--- src/vadpcm_pkg.sv ---
// Package for the vector ADPCM frame decoder.
// Holds shared constants, operation codes and the MAC control struct; no dependencies.

package vadpcm_pkg;

  // Samples per group, and two groups per frame.
  localparam int unsigned GROUP_LEN  = 8;
  localparam int unsigned GIDX_W     = 3;
  // Codebook words per predictor: 8 rows by 8 taps.
  localparam int unsigned ENTRY_SIZE = 64;
  localparam int unsigned CFG_W      = 4;
  localparam int unsigned RES_W      = 19;
  localparam int unsigned DATA_W     = 32;
  localparam int unsigned COEF_W     = 16;
  // Header byte that opens a frame, then eight data bytes.
  localparam logic [3:0]  LAST_BYTE  = 4'd8;
  // Dot products are scaled down by 2048.
  localparam int unsigned DOT_SHIFT  = 11;

  localparam logic OP_LOAD = 1'b0;
  localparam logic OP_BYTE = 1'b1;

  localparam logic signed [DATA_W-1:0] SAMPLE_MAX = 32'sh0000_7fff;
  localparam logic signed [DATA_W-1:0] SAMPLE_MIN = -32'sh0000_8000;

  typedef struct packed {
    logic clr;  // zero the accumulator before a new sample
    logic vld;  // coefficient and operand are valid this cycle
  } mac_ctrl_t;

endpackage

--- src/vadpcm_mac.sv ---
// Shared multiply-accumulate unit of the vector ADPCM decoder.
// Uses vadpcm_pkg for widths and the control struct.

module vadpcm_mac (
  input  logic                                   clk_i,
  input  logic                                   rst_ni,
  input  vadpcm_pkg::mac_ctrl_t                  ctrl_i,
  input  logic signed [vadpcm_pkg::COEF_W-1:0]   coef_i,
  input  logic        [vadpcm_pkg::DATA_W-1:0]   opb_i,
  output logic        [vadpcm_pkg::DATA_W-1:0]   acc_o,
  output logic                                   busy_o
);

  logic [vadpcm_pkg::DATA_W-1:0] coef_ext;
  logic [vadpcm_pkg::DATA_W-1:0] prod_d, prod_q;
  logic [vadpcm_pkg::DATA_W-1:0] acc_q;
  logic                          prod_vld_q;

  // Only the low 32 bits of the product are kept, so an unsigned multiply of the
  // sign-extended coefficient gives the wrapped result.
  assign coef_ext = {{(vadpcm_pkg::DATA_W-vadpcm_pkg::COEF_W){coef_i[vadpcm_pkg::COEF_W-1]}},
                     coef_i};
  assign prod_d   = coef_ext * opb_i;

  always_ff @(posedge clk_i or negedge rst_ni) begin
    if (!rst_ni) begin
      prod_vld_q <= 1'b0;
    end else begin
      prod_vld_q <= ctrl_i.vld;
    end
  end

  always_ff @(posedge clk_i) begin
    prod_q <= prod_d;
    if (ctrl_i.clr) begin
      acc_q <= '0;
    end else if (prod_vld_q) begin
      acc_q <= acc_q + prod_q;
    end
  end

  assign acc_o  = acc_q;
  assign busy_o = prod_vld_q;

endmodule

--- config.mk ---
export PLATFORM = sky130hd
export DESIGN_NAME = vadpcm_mac
export DESIGN_NICKNAME = d
export VERILOG_FILES = /design/src/vadpcm_pkg.sv /design/src/vadpcm_mac.sv
export SDC_FILE = /design/constraint.sdc
export NUM_CORES = 1
export LEC_CHECK = 0
export BUFFER_PORTS_ARGS = -buffer_cell sky130_fd_sc_hd__buf_2
export CAP_MARGIN = 20
export CORE_ASPECT_RATIO = 2
export CORE_MARGIN = 2
export CORE_UTILIZATION = 30
export CTS_CLUSTER_DIAMETER = 200
export CTS_CLUSTER_SIZE = 40
export DETAILED_ROUTE_END_ITERATION = 10
export GPL_TIMING_DRIVEN = 0
export PLACE_DENSITY = 0.5
export SLEW_MARGIN = 20
export SYNTH_ARGS = -nofsm -noshare
export SYNTH_HDL_FRONTEND = slang
export SYNTH_SLANG_ARGS = --single-unit
--- constraint.sdc ---
create_clock -name clk_i -period 4.04 [get_ports clk_i]
set_clock_uncertainty 0.2 [all_clocks]
set_input_delay 0.202 -clock clk_i [delete_from_list [all_inputs] [get_ports clk_i]]
set_output_delay 0.202 -clock clk_i [all_outputs]
set_load 0.01 [all_outputs]
==> reports/metrics.yaml, run 1 <==
violations: "negative setup slack"
drtAntennaViolNets: 0
area_growth_pct: 24.75
fin_crit_sh: 1.392
setup_slack_ns: -1.585
grt.total_usage: 0.2015
place_area_um2: 17290
worst_pin_slew_ns: 0.9838
yosys_most_used_dff: "dfxtp_1"
cts.clk_slew.worst_paths_ns: 0.05
diodes: 0
place_congestion: 0.9355
stdcell_area_um2: 19580
io_buffers: 81
post_drt_wl_per_cell_um: 20.29
cp.buffers_inverters: 7
cts_tree: "done"
cts.path.max_buffers: 2
hold_viol: 0
fillers: 5313
start_util: 0.3038
wl_mm: 54.18
min_period_ns: 5.625
fin_setup_tns_ns: -25.01
dp_slack_ns: -2.720
critPathCaptureType: "flop"
cp_data_arrival_time_ns: 5.70
synth-warning-count: 0
routed_via_density: 4.816
htreeDepth: 3
cts_buffers: 9
cp_top_family: "adder cells"
maxSlewHeadroom: 0.3442
drv_slew: 0
timing.max_cap.violations: 0
synth_fp_nets: 2319
drc_errors: 0
die_y_um: 327.5
synth_cell_types: 68
root_buffer: "clkbuf_16"
rsz0062_at_grt: "true"
crit_type: "input pin to flop"
die-area_um2: 54280
nets: 2485
syn_inst: 1839
dp_cells: 2580
crit_chain: "buf_12, clkbuf_16, and2_4, fa_2, inv_2, fa_2, fa_2, inv_2, fa_2, fa_1, inv_2, fa_1, inv_2, ha_4, buf_6, a21o_1, a21oi_2, nor2b_1, a311oi_2, o211ai_1, a31o_2, a21oi_2, xnor2_1"
ys_ff_latch: 65
netlist_area_um2: 15700
hpwl_mm: 44.56
cp_slowest_cell: "fa_2"
clk_latency_ns: 0.35
synth-seq-area-share: 0.08322
core_area_um2: 51670
drive_gt1_frac: 0.1935
setup_viol: 23
max_stage_delay_ns: 0.62
cp.required_ns: 4.11
synth_edf_count: 0
die-width_um: 165.7
max_freq_mhz: 177.8
vias: 12860
grt-ovfl-total: 0
first_global_vias: 14560
first_pass_iters: 5
status: "finished, violations left"
drt-initial-drc-count: 568
rows: 118
critPathLaunchType: "input pin"
antenna_found_initial: 1
grt_max_degree: 12
async_flop_share: 0.01538
avgSynthCellArea_um2: 8.535
cp_max_fo: 8
hold_path.class: "input pin to flop"
grt_pass1_wl_mm: 82.31
io_pins: 85
numClockSinks: 65
fin_cells: 2670
-- placed cells by master (no fill, tap or decap), types with 23 or more instances in the layout --
cell,Yosys,routed
ha_1,123,102
a21oi_1,45,33
xnor2_1,50,50
inv_2,1,28
buf_2,0,53
fa_2,0,23
a21o_1,30,30
dfxtp_1,64,64
and2_1,172,157
nand2_1,250,234
nor2_1,71,63
clkbuf_16,0,37
buf_6,0,26
buf_4,0,70
inv_1,411,383
fa_1,305,282
-- state kept, by name, summed over array words and instances (netlist names) --
signal  count
acc_o      32
prod_q     32
busy_o      1
-- path summary, 6_finish.rpt --
| path | start | endpoint | slack, ns | depth (start not counted) |
|---|---|---|---|---|
| max in group asynchronous | rst_ni | busy_o | 3.04 | 3 |
| setup reg to reg | acc_o[0] | acc_o[30] | 0.58 | 11 |
| setup / recovery | coef_i[6] | prod_q[28] | -1.59 | 23 |
| hold reg to reg | acc_o[8] | acc_o[8] | 0.30 | 2 |
| min in group asynchronous | rst_ni | busy_o | 0.49 | 3 |
| hold / removal | opb_i[0] | prod_q[0] | 0.06 | 2 |
-- synthesized netlist by cell type (3+ instances only) --
library cell	n	area share
a21oi_1	45	0.014
a2111oi_0	3	0.0017
dfxtp_1	64	0.082
nand4_1	3	0.0012
o211a_1	3	0.0019
o21ai_0	25	0.0080
nor2_1	71	0.017
or2_2	3	0.0012
nor4_1	4	0.0016
ha_1	123	0.098
xor2_1	17	0.0095
a211oi_1	6	0.0029
o31ai_1	6	0.0029
o211ai_1	8	0.0038
nand2_1	250	0.060
o21a_1	14	0.0067
nor2b_1	7	0.0028
buf_1	4	0.00096
o311ai_0	7	0.0039
inv_1	411	0.098
mux2i_1	10	0.0064
or3_1	4	0.0016
xnor2_1	50	0.028
and3_1	4	0.0016
nand3_1	24	0.0077
and2_1	172	0.069
nand3b_1	3	0.0014
fa_1	305	0.39
nand2b_1	7	0.0028
a31o_2	3	0.0017
a211o_1	3	0.0017
a21o_1	30	0.014
clkbuf_1	70	0.017
a31oi_1	9	0.0036
o21bai_1	10	0.0048
nor3_1	22	0.0070
-- repair_timing --
action	4_1_cts	5_1_grt
gates cloned	1	3
pin swaps	56	78
setup buffers	54	17
gates resized for setup	242	89
setup endpoints to repair	25	24
endpoints found under the hold margin	2	0
hold buffers	3	0
-- per-layer routing --
metal	up-vias	part of all wire	global-route usage	wire length [um]
li1	5909	-	-	-
met5	-	0	0	0
met3	185	0.028	0.01679	1541
met2	368	0.57	0.4136	30650
met4	0	0.089	0.1524	4846
met1	6397	0.32	0.1759	17140
-- worst reg2reg max path, stage by stage (launching register included) --
cell and delay, ns:
dfxtp_1 0.35, ha_1 0.20, inv_1 0.06, fa_1 0.45, nor2b_4 0.15, o31a_4 0.17, o311ai_4 0.11, a21oi_2 0.35
o21ai_0 0.24, o21ai_0 0.56, a31oi_1 0.18, o311ai_0 0.33
-- through the flow --
stage,utilization,hold slack (ns)
2_1_floorplan,-,-0.2936
3_3_place_gp,0.3346,-0.2237
6_report,0.3789,0.05835
5_1_grt,0.3789,0.07661
4_1_cts,0.3705,0.06960
3_5_place_dp,0.3346,-0.2223
-- logic make-up after synthesis --
kind of cell / count (synthesis) / share of synthesized area
compound gates: 202 / 0.09103
xor+xnor: 67 / 0.03739
fa+ha+maj: 428 / 0.4870
buf+inv: 487 / 0.1169
flops: 65 / 0.08322
mux: 11 / 0.007095
simple gates: 579 / 0.1774
-- cell type report --
cell class / instances / area [um2] / area share
Inverter: 412 / 1550 / 0.07917
Sequential cell: 65 / 1306 / 0.06671
Multi-Input combinational cell: 1287 / 13210 / 0.6746
Tap cell: 660 / 825.8 / 0.04217
Buffer: 71 / 1069 / 0.05457
Clock buffer: 11 / 252.7 / 0.01291
Timing Repair Buffer: 159 / 1291 / 0.06594
Clock inverter: 5 / 77.57 / 0.003962
Power of run 1 is left out: the tool's default activity adds up to more than one toggle a clock period on the data nets, which glitch-free logic cannot reach.
==> run 2, diff against run 1 <==
ABC_AREA = 1   (was unset)
==> run 2 against run 1 <==
  * Global-route usage is 2.0 points higher
  * The flow still finishes with violations (negative setup slack)
  * Non-clock buffer count grew 5
  * Fmax is 5.2% higher
==> reports/metrics.yaml, run 2 <==
diodes: 0
min_path_cells: 3
yosys-top-cells-area: "fa_1 36%, inv_1 16%, nand2_1 15%, ha_1 9.1%, dfxtp_1 7.6%"
cts_tree: "done"
synth_fp_nets: 2888
area_growth_pct: 29.76
fin_crit_sh: 1.323
synthAdderAreaFrac: 0.4528
reg2reg_depth: 13
antenna_found_initial: 0
synth_cell_types: 44
drt-initial-drc-count: 849
die-area_um2: 58300
critPathCaptureType: "flop"
first_global_vias: 17040
htreeDepth: 3
worst_pin_slew_ns: 1.032
drv_slew: 0
mostFrequentLayoutCells: "641 x inv_1, 601 x nand2_1, 273 x fa_1, 106 x nor2_1, 92 x ha_1"
synth_top_family_by_area: "adder cells"
r2r_slack_ns: 1.34
ys_ff_latch: 65
io_buffers: 61
synth_edf_count: 0
cp_max_fo: 4
root_buffer: "clkbuf_16"
die_y_um: 339.5
worstReg2RegEnd: "acc_o[30]"
hp-start: "opb_i[0]"
start_util: 0.3014
rsz0062_at_grt: "true"
hold_path.class: "input pin to flop"
violations: "negative setup slack"
vias: 15300
routed_via_density: 4.608
yosys.area_share.simple: 0.2188
synth_top_cell_by_area: "fa_1"
cts.clk_slew.worst_paths_ns: 0.06
nets: 3046
drc_errors: 0
cts.path.max_buffers: 2
hpwl_mm: 53.26
synthMuxAreaShare: 0
synthDominantCellAreaShare: 0.3617
post_drt_wl_per_cell_um: 19.11
timing.rr.start: "acc_o[0]"
async_flop_share: 0.01538
first_pass_iters: 5
critPathLaunchType: "input pin"
drtAntennaViolNets: 0
synth-seq-area-share: 0.07737
syn_inst: 2408
hold_viol: 0
synth-warning-count: 0
crit_type: "input pin to flop"
grt_pass1_wl_mm: 95.01
maxSlewHeadroom: 0.3119
status: "finished, violations left"
hold_ws_ns: 0.02213
grt-ovfl-total: 0
min_period_ns: 5.347
cp_data_arrival_time_ns: 5.38
synth_compound_area_frac: 0.05047
synth_most_common_cell: "inv_1"
yosys_most_used_dff: "dfxtp_1"
netlist_area_um2: 16880
synth_xor_xnor_area_share: 0.01971
clk_latency_ns: 0.35
setup_viol: 23
synthTopCellsByCount: "714 x inv_1, 656 x nand2_1, 305 x fa_1"
layout_commonest_cell: "inv_1"
max_freq_mhz: 187.0
cp.required_ns: 4.07
core_area_um2: 56020
timing.max_cap.violations: 0
numClockSinks: 65
grt_max_degree: 13
grt.total_usage: 0.2215
min_to: "prod_q[0]"
avgSynthCellArea_um2: 7.011
place_congestion: 0.9453
rows: 123
setup_slack_ns: -1.307
drive_gt1_frac: 0.2104
wl_mm: 63.48
die-width_um: 171.7
cts_buffers: 9
io_pins: 85
==> run 2: final cells by class <==
cell class | count | area, um2
Inverter | 718 | 2710
Tap cell | 750 | 938.4
Timing Repair Buffer | 150 | 1361
Clock inverter | 6 | 115.1
Clock buffer | 10 | 229.0
Buffer | 85 | 1295
Sequential cell | 65 | 1306
Multi-Input combinational cell | 1537 | 13950
Fill cell | 5944 | 34110
==> run 2: repair_timing <==
action | CTS | global route
hold endpoints to repair | 2 | 0
hold buffers | 3 | 0
endpoints found under the setup margin | 25 | 25
buffers inserted | 43 | 37
gates cloned | 3 | 3
gates resized for setup | 268 | 158
pin swaps | 120 | 106
==> run 2: metrics by stage <==
stage / cells / TNS [ns] / utilization / area (um2) / worst slack (ns)
2_1_floorplan: 2408 / -17.41 / - / 17910 / -0.9799
3_3_place_gp: 3219 / -40.87 / 0.3420 / 19160 / -2.470
5_1_grt: 3321 / -23.41 / 0.3910 / 21910 / -1.450
6_report: 3321 / -20.62 / 0.3910 / 21910 / -1.307
3_5_place_dp: 3219 / -41.45 / 0.3420 / 19160 / -2.455
4_1_cts: 3283 / -20.69 / 0.3758 / 21050 / -1.300
==> run 2: critical path: stages <==
cell and delay, ns:
buf_8 0.08, clkinvlp_4 0.13, or2_4 0.28, fa_1 0.51
fa_1 0.50, inv_1 0.05, fa_1 0.52, inv_2 0.06
fa_1 0.53, inv_1 0.06, fa_1 0.49, inv_1 0.06
fa_1 0.56, inv_2 0.06, ha_4 0.30, nand2_4 0.06
nor3_4 0.18, nand2_2 0.13, or2_4 0.28, nand3_4 0.13
inv_2 0.05, nand3_2 0.08, nand2_4 0.06
==> run 2: cell families after synthesis <==
logic type / Yosys count
adders and majority gates: 428
and+or+nand+nor: 919
buffers and inverters: 806
xor gates and xnor gates: 38
DFF: 65
AOI/OAI and AO/OA: 152
==> run 2: worst max-delay path by stage <==
stage                     cells past startpoint         end       start
after floorplan                              22  prod_q[31]  coef_i[15]
after global placement                       23  prod_q[31]   coef_i[9]
after detailed placement                     23  prod_q[31]   coef_i[9]
after CTS                                    23  prod_q[31]   opb_i[14]
after global routing                         22  prod_q[31]   opb_i[14]
final                                        23  prod_q[31]  coef_i[15]
==> run 2: per-layer routing <==
metal,share of wire,vias up,track usage
met2,0.57,444,0.4413
met1,0.29,7412,0.1890
li1,-,7215,-
met3,0.030,232,0.02005
met5,0,-,0
met4,0.11,0,0.1861
Power of run 2 is left out for the same reason.
